File: src/sv/trt_pkg.sv
// ----------------------------------------------------------------------------
// trt_pkg: shared types and codes for the tag registry table
// Command and status codes, the request token that walks the cell chain
// and the write commit broadcast back to the cells.
// ----------------------------------------------------------------------------
package trt_pkg;

  localparam int unsigned TagW = 40;
  localparam int unsigned IdW  = 8;
  // index width for the largest supported table (64 entries)
  localparam int unsigned IdxW = 6;

  // command codes; the unused code behaves as a lookup
  localparam logic [1:0] CmdLookup   = 2'd0;
  localparam logic [1:0] CmdRegister = 2'd1;
  localparam logic [1:0] CmdClear    = 2'd2;

  // status codes
  localparam logic [2:0] StFound   = 3'd0;
  localparam logic [2:0] StAbsent  = 3'd1;
  localparam logic [2:0] StStored  = 3'd2;
  localparam logic [2:0] StFull    = 3'd3;
  localparam logic [2:0] StCleared = 3'd4;

  // erased entry contents
  localparam logic [TagW-1:0] TagErased = '1;
  localparam logic [IdW-1:0]  IdErased  = '1;

  // request token handed from cell to cell
  typedef struct packed {
    logic            valid;
    logic [1:0]      cmd;
    logic [TagW-1:0] tag;
    logic            found;
    logic [IdW-1:0]  id;
    logic            free_seen;
    logic [IdxW-1:0] free_idx;
  } token_t;

  // store request broadcast from the end of the chain
  typedef struct packed {
    logic            we;
    logic [IdxW-1:0] idx;
    logic [TagW-1:0] tag;
  } commit_t;

endpackage

File: src/sv/tag_registry_table_top.sv
// ----------------------------------------------------------------------------
// tag_registry_table_top: card tag table with lookup and first-free insert
// Chain of entry cells walked by one request at a time.
// ----------------------------------------------------------------------------
// One request is in the table at a time. An accepted request is registered,
// then walks the chain of ENTRIES cells one cell per cycle; the next request
// is taken once the current one has left the chain and the overflow slot is
// empty. Lookup returns the id of the lowest matching entry. Register stores
// an absent tag in the lowest entry whose two leading tag bytes are 0xFF,
// with id index + 1, and the store lands as the request leaves the chain.
// Clear erases each entry to all ones as the request passes it. Reset
// erases the table at once, with no clearing pass. A finished result waits
// in an output register, backed by one extra slot, so a new request can
// enter while the previous result is still unclaimed.
// ----------------------------------------------------------------------------
module tag_registry_table_top #(
  parameter int unsigned ENTRIES = 16
) (
  input  logic        clk_i,
  input  logic        rst_ni,
  input  logic        in_valid_i,
  output logic        in_stall_o,
  input  logic [1:0]  command_i,
  input  logic [39:0] tag_i,
  output logic        out_valid_o,
  input  logic        out_stall_i,
  output logic [2:0]  status_o,
  output logic [7:0]  card_id_o
);

  trt_pkg::token_t  token_w [ENTRIES+1];
  trt_pkg::commit_t commit;
  trt_pkg::token_t  tail;

  logic             in_accept;
  logic             busy_q, busy_d;
  logic             req_valid_q;
  logic [1:0]       req_cmd_q;
  logic [39:0]      req_tag_q;

  logic [2:0]       res_status;
  logic [7:0]       res_id;

  logic             out_valid_q, out_valid_d;
  logic [2:0]       out_status_q, out_status_d;
  logic [7:0]       out_id_q, out_id_d;
  logic             hold_valid_q, hold_valid_d;
  logic [2:0]       hold_status_q, hold_status_d;
  logic [7:0]       hold_id_q, hold_id_d;
  logic             out_take;

  // request intake
  assign in_stall_o = busy_q || hold_valid_q;
  assign in_accept  = in_valid_i && !in_stall_o;

  always_ff @(posedge clk_i or negedge rst_ni) begin
    if (!rst_ni) begin
      req_valid_q <= 1'b0;
      busy_q      <= 1'b0;
    end else begin
      req_valid_q <= in_accept;
      busy_q      <= busy_d;
    end
  end

  always_ff @(posedge clk_i) begin
    if (in_accept) begin
      req_cmd_q <= command_i;
      req_tag_q <= tag_i;
    end
  end

  always_comb begin
    busy_d = busy_q;
    if (in_accept) begin
      busy_d = 1'b1;
    end else if (tail.valid) begin
      busy_d = 1'b0;
    end
  end

  // head token
  always_comb begin
    token_w[0]           = '0;
    token_w[0].valid     = req_valid_q;
    token_w[0].cmd       = req_cmd_q;
    token_w[0].tag       = req_tag_q;
  end

  // cell chain
  for (genvar k = 0; k < ENTRIES; k++) begin : g_cell
    trt_cell #(
      .CellIdx(trt_pkg::IdxW'(k))
    ) u_cell (
      .clk_i   (clk_i),
      .rst_ni  (rst_ni),
      .token_i (token_w[k]),
      .commit_i(commit),
      .token_o (token_w[k+1])
    );
  end

  assign tail = token_w[ENTRIES];

  // result and store decision at the end of the chain
  always_comb begin
    commit.we  = 1'b0;
    commit.idx = tail.free_idx;
    commit.tag = tail.tag;
    res_id     = '0;
    if (tail.cmd == trt_pkg::CmdClear) begin
      res_status = trt_pkg::StCleared;
    end else if (tail.found) begin
      res_status = trt_pkg::StFound;
      res_id     = tail.id;
    end else if (tail.cmd == trt_pkg::CmdRegister) begin
      if (tail.free_seen) begin
        res_status = trt_pkg::StStored;
        res_id     = 8'(tail.free_idx) + 8'd1;
        commit.we  = tail.valid;
      end else begin
        res_status = trt_pkg::StFull;
      end
    end else begin
      res_status = trt_pkg::StAbsent;
    end
  end

  // output register with one overflow slot
  assign out_take = out_valid_q && !out_stall_i;

  always_comb begin
    out_valid_d   = out_valid_q;
    out_status_d  = out_status_q;
    out_id_d      = out_id_q;
    hold_valid_d  = hold_valid_q;
    hold_status_d = hold_status_q;
    hold_id_d     = hold_id_q;
    if (out_take) begin
      out_valid_d = 1'b0;
    end
    if (hold_valid_q && (out_take || !out_valid_q)) begin
      out_valid_d  = 1'b1;
      out_status_d = hold_status_q;
      out_id_d     = hold_id_q;
      hold_valid_d = 1'b0;
    end
    if (tail.valid) begin
      if (out_valid_q && !out_take) begin
        hold_valid_d  = 1'b1;
        hold_status_d = res_status;
        hold_id_d     = res_id;
      end else begin
        out_valid_d  = 1'b1;
        out_status_d = res_status;
        out_id_d     = res_id;
      end
    end
  end

  always_ff @(posedge clk_i or negedge rst_ni) begin
    if (!rst_ni) begin
      out_valid_q  <= 1'b0;
      hold_valid_q <= 1'b0;
    end else begin
      out_valid_q  <= out_valid_d;
      hold_valid_q <= hold_valid_d;
    end
  end

  always_ff @(posedge clk_i) begin
    out_status_q  <= out_status_d;
    out_id_q      <= out_id_d;
    hold_status_q <= hold_status_d;
    hold_id_q     <= hold_id_d;
  end

  assign out_valid_o = out_valid_q;
  assign status_o    = out_status_q;
  assign card_id_o   = out_id_q;

  // checks
  a_hold_behind_out : assert property (@(posedge clk_i) disable iff (!rst_ni)
    hold_valid_q |-> out_valid_q)
    else $error("overflow slot filled while output register empty");

  a_tail_while_busy : assert property (@(posedge clk_i) disable iff (!rst_ni)
    tail.valid |-> busy_q)
    else $error("request left the chain while table idle");

  a_tail_frees : assert property (@(posedge clk_i) disable iff (!rst_ni)
    tail.valid |=> !busy_q)
    else $error("table still busy after request finished");

  a_no_tail_overflow : assert property (@(posedge clk_i) disable iff (!rst_ni)
    tail.valid |-> !hold_valid_q)
    else $error("finished request with overflow slot already full");

endmodule

File: src/sv/trt_cell.sv
// ----------------------------------------------------------------------------
// trt_cell: one table entry of the tag registry chain
// Holds one tag and id, compares the tag against the passing request token,
// notes the first free entry, erases itself on clear and takes a store
// request addressed to its own index.
// ----------------------------------------------------------------------------
module trt_cell #(
  parameter logic [trt_pkg::IdxW-1:0] CellIdx = '0
) (
  input  logic              clk_i,
  input  logic              rst_ni,
  input  trt_pkg::token_t   token_i,
  input  trt_pkg::commit_t  commit_i,
  output trt_pkg::token_t   token_o
);

  logic [trt_pkg::TagW-1:0] tag_q, tag_d;
  logic [trt_pkg::IdW-1:0]  id_q, id_d;
  logic                     valid_q;
  trt_pkg::token_t          token_d, token_q;
  logic                     entry_free;
  logic                     entry_hit;

  assign entry_free = (tag_q[trt_pkg::TagW-1 -: 16] == 16'hFFFF);
  assign entry_hit  = (tag_q == token_i.tag);

  // compare and first-free search for the passing request
  always_comb begin
    token_d = token_i;
    if (!token_i.found && entry_hit) begin
      token_d.found = 1'b1;
      token_d.id    = id_q;
    end
    if (!token_i.free_seen && entry_free) begin
      token_d.free_seen = 1'b1;
      token_d.free_idx  = CellIdx;
    end
  end

  // entry update: clear request or store commit
  always_comb begin
    tag_d = tag_q;
    id_d  = id_q;
    if (token_i.valid && (token_i.cmd == trt_pkg::CmdClear)) begin
      tag_d = trt_pkg::TagErased;
      id_d  = trt_pkg::IdErased;
    end else if (commit_i.we && (commit_i.idx == CellIdx)) begin
      tag_d = commit_i.tag;
      id_d  = trt_pkg::IdW'(CellIdx) + trt_pkg::IdW'(1);
    end
  end

  // entry storage
  always_ff @(posedge clk_i or negedge rst_ni) begin
    if (!rst_ni) begin
      tag_q <= trt_pkg::TagErased;
      id_q  <= trt_pkg::IdErased;
    end else begin
      tag_q <= tag_d;
      id_q  <= id_d;
    end
  end

  // token stage toward the next cell
  always_ff @(posedge clk_i or negedge rst_ni) begin
    if (!rst_ni) begin
      valid_q <= 1'b0;
    end else begin
      valid_q <= token_i.valid;
    end
  end

  always_ff @(posedge clk_i) begin
    token_q <= token_d;
  end

  always_comb begin
    token_o       = token_q;
    token_o.valid = valid_q;
  end

endmodule
File: config.mk
export PLATFORM = sky130hd
export DESIGN_NAME = tag_registry_table_top
export DESIGN_NICKNAME = d
export VERILOG_FILES = /design/src/sv/trt_pkg.sv /design/src/sv/tag_registry_table_top.sv /design/src/sv/trt_cell.sv
export SDC_FILE = /design/constraint.sdc
export NUM_CORES = 2
export LEC_CHECK = 0
export ABC_CLOCK_PERIOD_IN_PS = 7100
export BUFFER_PORTS_ARGS = -buffer_cell sky130_fd_sc_hd__buf_2
export CAP_MARGIN = 10
export CORE_ASPECT_RATIO = 0.9
export CORE_UTILIZATION = 50
export DETAILED_ROUTE_END_ITERATION = 8
export PLACE_DENSITY = 0.65
export SYNTH_ARGS = -nofsm -noshare
export SYNTH_HDL_FRONTEND = slang
export SYNTH_SLANG_ARGS = --single-unit
File: constraint.sdc
create_clock -name clk_i -period 7.1 [get_ports clk_i]
set_clock_uncertainty 0.1 [all_clocks]
set_input_delay 0.355 -clock clk_i [delete_from_list [all_inputs] [get_ports clk_i]]
set_output_delay 0.355 -clock clk_i [all_outputs]
set_load 0.05 [all_outputs]
==> reports/metrics.yaml <==
grt_pass1_vias: 36140
peakVddDrop_mv: 0.2992
dr_total_vias: 36574
htreeDepth: 4
stdcell_count: 6694
ys_ff_latch: 1561
hold_start: "in_valid_i"
met1_usage_pct: 40.54
dpl.cell_count: 6363
gr-max-usage-layer: "met2"
rsz0062_at_grt: "no"
p_int_mw: 19.09
met3_usage_pct: 7.315
ys_warn_count: 0
seqPwrFrac_pct: 52.0
grt_overflow: 0
whs_ps: 103.1
p_clk_share_pct: 31.6
synth_edf_count: 51
async_flop_share_pct: 43.31
synth_area_mm2: 0.05479
die_height_um: 316.0
min_delay_worst_endpoint: "req_valid_q$_DFF_PN0_"
synth-main-ff-cell: "dfxtp_1"
layout-drive-gt1-share_pct: 21.82
arrival_ps: 3300
power_density_mw_per_mm2: 436.8
routed_wl_um: 161900
final_nets: 5162
hold_class: "in2reg"
r2r_start: "g_cell[13].u_cell.tag_q[37]$_DFFE_PN1P_"
route.detailed.drc: 0
firstDrtPassIters: 8
setup_violations: 0
ios: 59
cts_sinks: 1561
fin_area_mm2: 0.06228
crit_fanout: 6
wl_per_cell_um: 24.19
initial_core_util_pct: 50.74
areaGrowthSynthToFinish_pct: 13.68
r2r_cells: 5
tritoncts: "yes"
grt_pass1_wl_um: 239100
cts_resized: 0
r2r-end: "g_cell[13].u_cell.token_o[13]$_DFF_P_"
clk_pin_slew_ps: 60
fin_crit_ps: 2747
worstMarginPinSlew_ps: 1136
cts_made_buffers: 153
cts_max_path_buffers: 3
ant_nets: 0
p_comb_share_pct: 16.4
first_iter_violations: 3980
synthCells: 5056
dp_hpwl_um: 104900
synth_nets: 5106
core_mm2: 0.1080
period_share_pct: 38.68
r2r_slack_ps: 4350
viasPerCell: 5.464
outcome: "completed"
critPathRequiredTime_ps: 7660
hold_viol: 0
end_kind: "flip-flop"
finalWorstSetupSlack_ps: 4353
p_sw_mw: 8.113
min_path_cells: 4
maxCapViolations: 0
max_freq_mhz: 364.1
finalMaxSlewViolations: 0
synthDistinctLibCells: 49
portBuffers: 58
antenna_found_initial: 12
yosysSeqAreaShare_pct: 65.64
pre_cts_ws_ps: 4434
postLayoutCoreUtil_pct: 57.68
start_kind: "flip-flop"
cts-root-buf: "clkbuf_16"
synth.avg_cell_area_um2: 10.84
row_count: 114
grt_max_degree: 171
total_power_mw: 27.20
fin_setup_tns_ps: 0
die_area_mm2: 0.1109
switching_share_pct: 29.82
final_common_cell: "nand2_1"
placed_area_mm2: 0.05646
leakagePower_nw: 27.04
dieWidth_um: 350.9
grt_use_total_pct: 29.56
gp_congestion: 0.8854
layout_common_cells: "nand2_1 (1326), dfxtp_1 (815), nand3_1 (669), dfstp_2 (656), xor2_1 (519)"
clk_latency_ps: 780
critical_path_class: "reg2reg"
use_met2_pct: 45.62
maxSlewHeadroom_pct: 24.23
## cell type report
class                           count  area [µm²]
Fill cell                        9008       45690
Sequential cell                  1561       35990
Multi-Input combinational cell   3186       17640
Clock buffer                      227        4626
Tap cell                         1450        1814
Timing Repair Buffer              175        1326
Clock inverter                     58       757.0
Inverter                           35       131.4
Antenna cell                        2       5.005
## power groups by stage
| stage | Combinational [mW] | Sequential, mW | Clock (mW) |
|---|---|---|---|
| global placement | 4.28 | 14.2 | 0 |
| CTS | 4.42 | 14.1 | 8.68 |
| detailed placement | 4.35 | 14.3 | 0 |
| finish | 4.46 | 14.2 | 8.60 |
| global route | 4.92 | 14.4 | 9.07 |
| floorplan | 3.15 | 13.5 | 0 |
## layer usage
metal | up-vias | routed length, µm
li1 | 16683 | -
met1 | 18094 | 67540
met2 | 1485 | 74280
met3 | 308 | 14630
met4 | 4 | 5449
met5 | - | 34
## synth_stat cells (4+ instances only)
| master | instances | area [µm²] |
|---|---|---|
| nand2_1 | 1326 | 4977 |
| dfxtp_1 | 834 | 16700 |
| nand3_1 | 669 | 3348 |
| dfstp_2 | 656 | 17240 |
| xor2_1 | 519 | 4546 |
| clkbuf_1 | 208 | 780.8 |
| nor4_1 | 131 | 819.5 |
| xnor2_1 | 97 | 849.6 |
| nand4_1 | 80 | 500.5 |
| buf_2 | 65 | 325.3 |
| nand2b_1 | 62 | 387.9 |
| edfxtp_1 | 51 | 1531 |
| nor3_1 | 41 | 205.2 |
| inv_1 | 35 | 131.4 |
| mux2_2 | 33 | 371.6 |
| or2_2 | 32 | 200.2 |
| nor2_1 | 28 | 105.1 |
| and2_1 | 22 | 137.6 |
| dfrtp_1 | 20 | 500.5 |
| nand3b_1 | 18 | 135.1 |
| o211ai_1 | 16 | 120.1 |
| nand4b_1 | 15 | 131.4 |
| a21oi_1 | 14 | 70.07 |
| o21ai_0 | 13 | 65.06 |
| and4_1 | 12 | 105.1 |
| o22ai_1 | 8 | 50.05 |
| mux2i_1 | 6 | 60.06 |
| ha_1 | 4 | 50.05 |
| o2bb2ai_1 | 4 | 35.03 |
## registers in the layout (all words and copies together) (netlist names)
signal / flops
busy_q: 1
card_id_o: 8
g_cell.u_cell.id_q: 16
g_cell.u_cell.tag_q: 640
g_cell.u_cell.token_o: 823
g_cell.u_cell.valid_q: 16
hold_id_q: 6
hold_status_q: 3
hold_valid_q: 1
out_valid_o: 1
req_cmd_q: 2
req_tag_q: 40
req_valid_q: 1
status_o: 3
## cells by family after synthesis
kind of cell	share of synthesized area, %
XOR/XNOR	9.847
multiplexers	0.8495
AND/OR/NAND/NOR	20.44
adder cells (fa/ha/maj)	0.09135
AO/OA/AOI/OAI	0.8655
buffers and inverters	2.265
flip-flops	65.64
## worst max-delay path by stage
| stage | from | end | cells past startpoint |
|---|---|---|---|
| 3_5_place_dp | g_cell[3].u_cell.tag_q[15]$_DFFE_PN1P_ | g_cell[3].u_cell.token_o[7]$_DFF_P_ | 5 |
| 5_1_grt | g_cell[13].u_cell.tag_q[37]$_DFFE_PN1P_ | g_cell[13].u_cell.token_o[7]$_DFF_P_ | 5 |
| 6_report | g_cell[13].u_cell.tag_q[37]$_DFFE_PN1P_ | g_cell[13].u_cell.token_o[13]$_DFF_P_ | 5 |
| 2_1_floorplan | hold_valid_q$_DFF_PN0_ | req_cmd_q[0]$_DFFE_PP_ | 2 |
| 3_3_place_gp | g_cell[3].u_cell.tag_q[15]$_DFFE_PN1P_ | g_cell[3].u_cell.token_o[7]$_DFF_P_ | 5 |
| 4_1_cts | g_cell[3].u_cell.tag_q[15]$_DFFE_PN1P_ | g_cell[3].u_cell.token_o[7]$_DFF_P_ | 5 |
## critical path: stages (launching register included)
cell and delay, ps:
dfstp_2 550, xor2_1 60, nor4_1 540, nand4_1 270, nor3_1 700, mux2_2 410
## timing repair
item	CTS	global route
buffers inserted	0	0
endpoints found under the hold margin	125	0
hold buffers	44	0
Note: power is estimated with default switching activity, not from simulation.
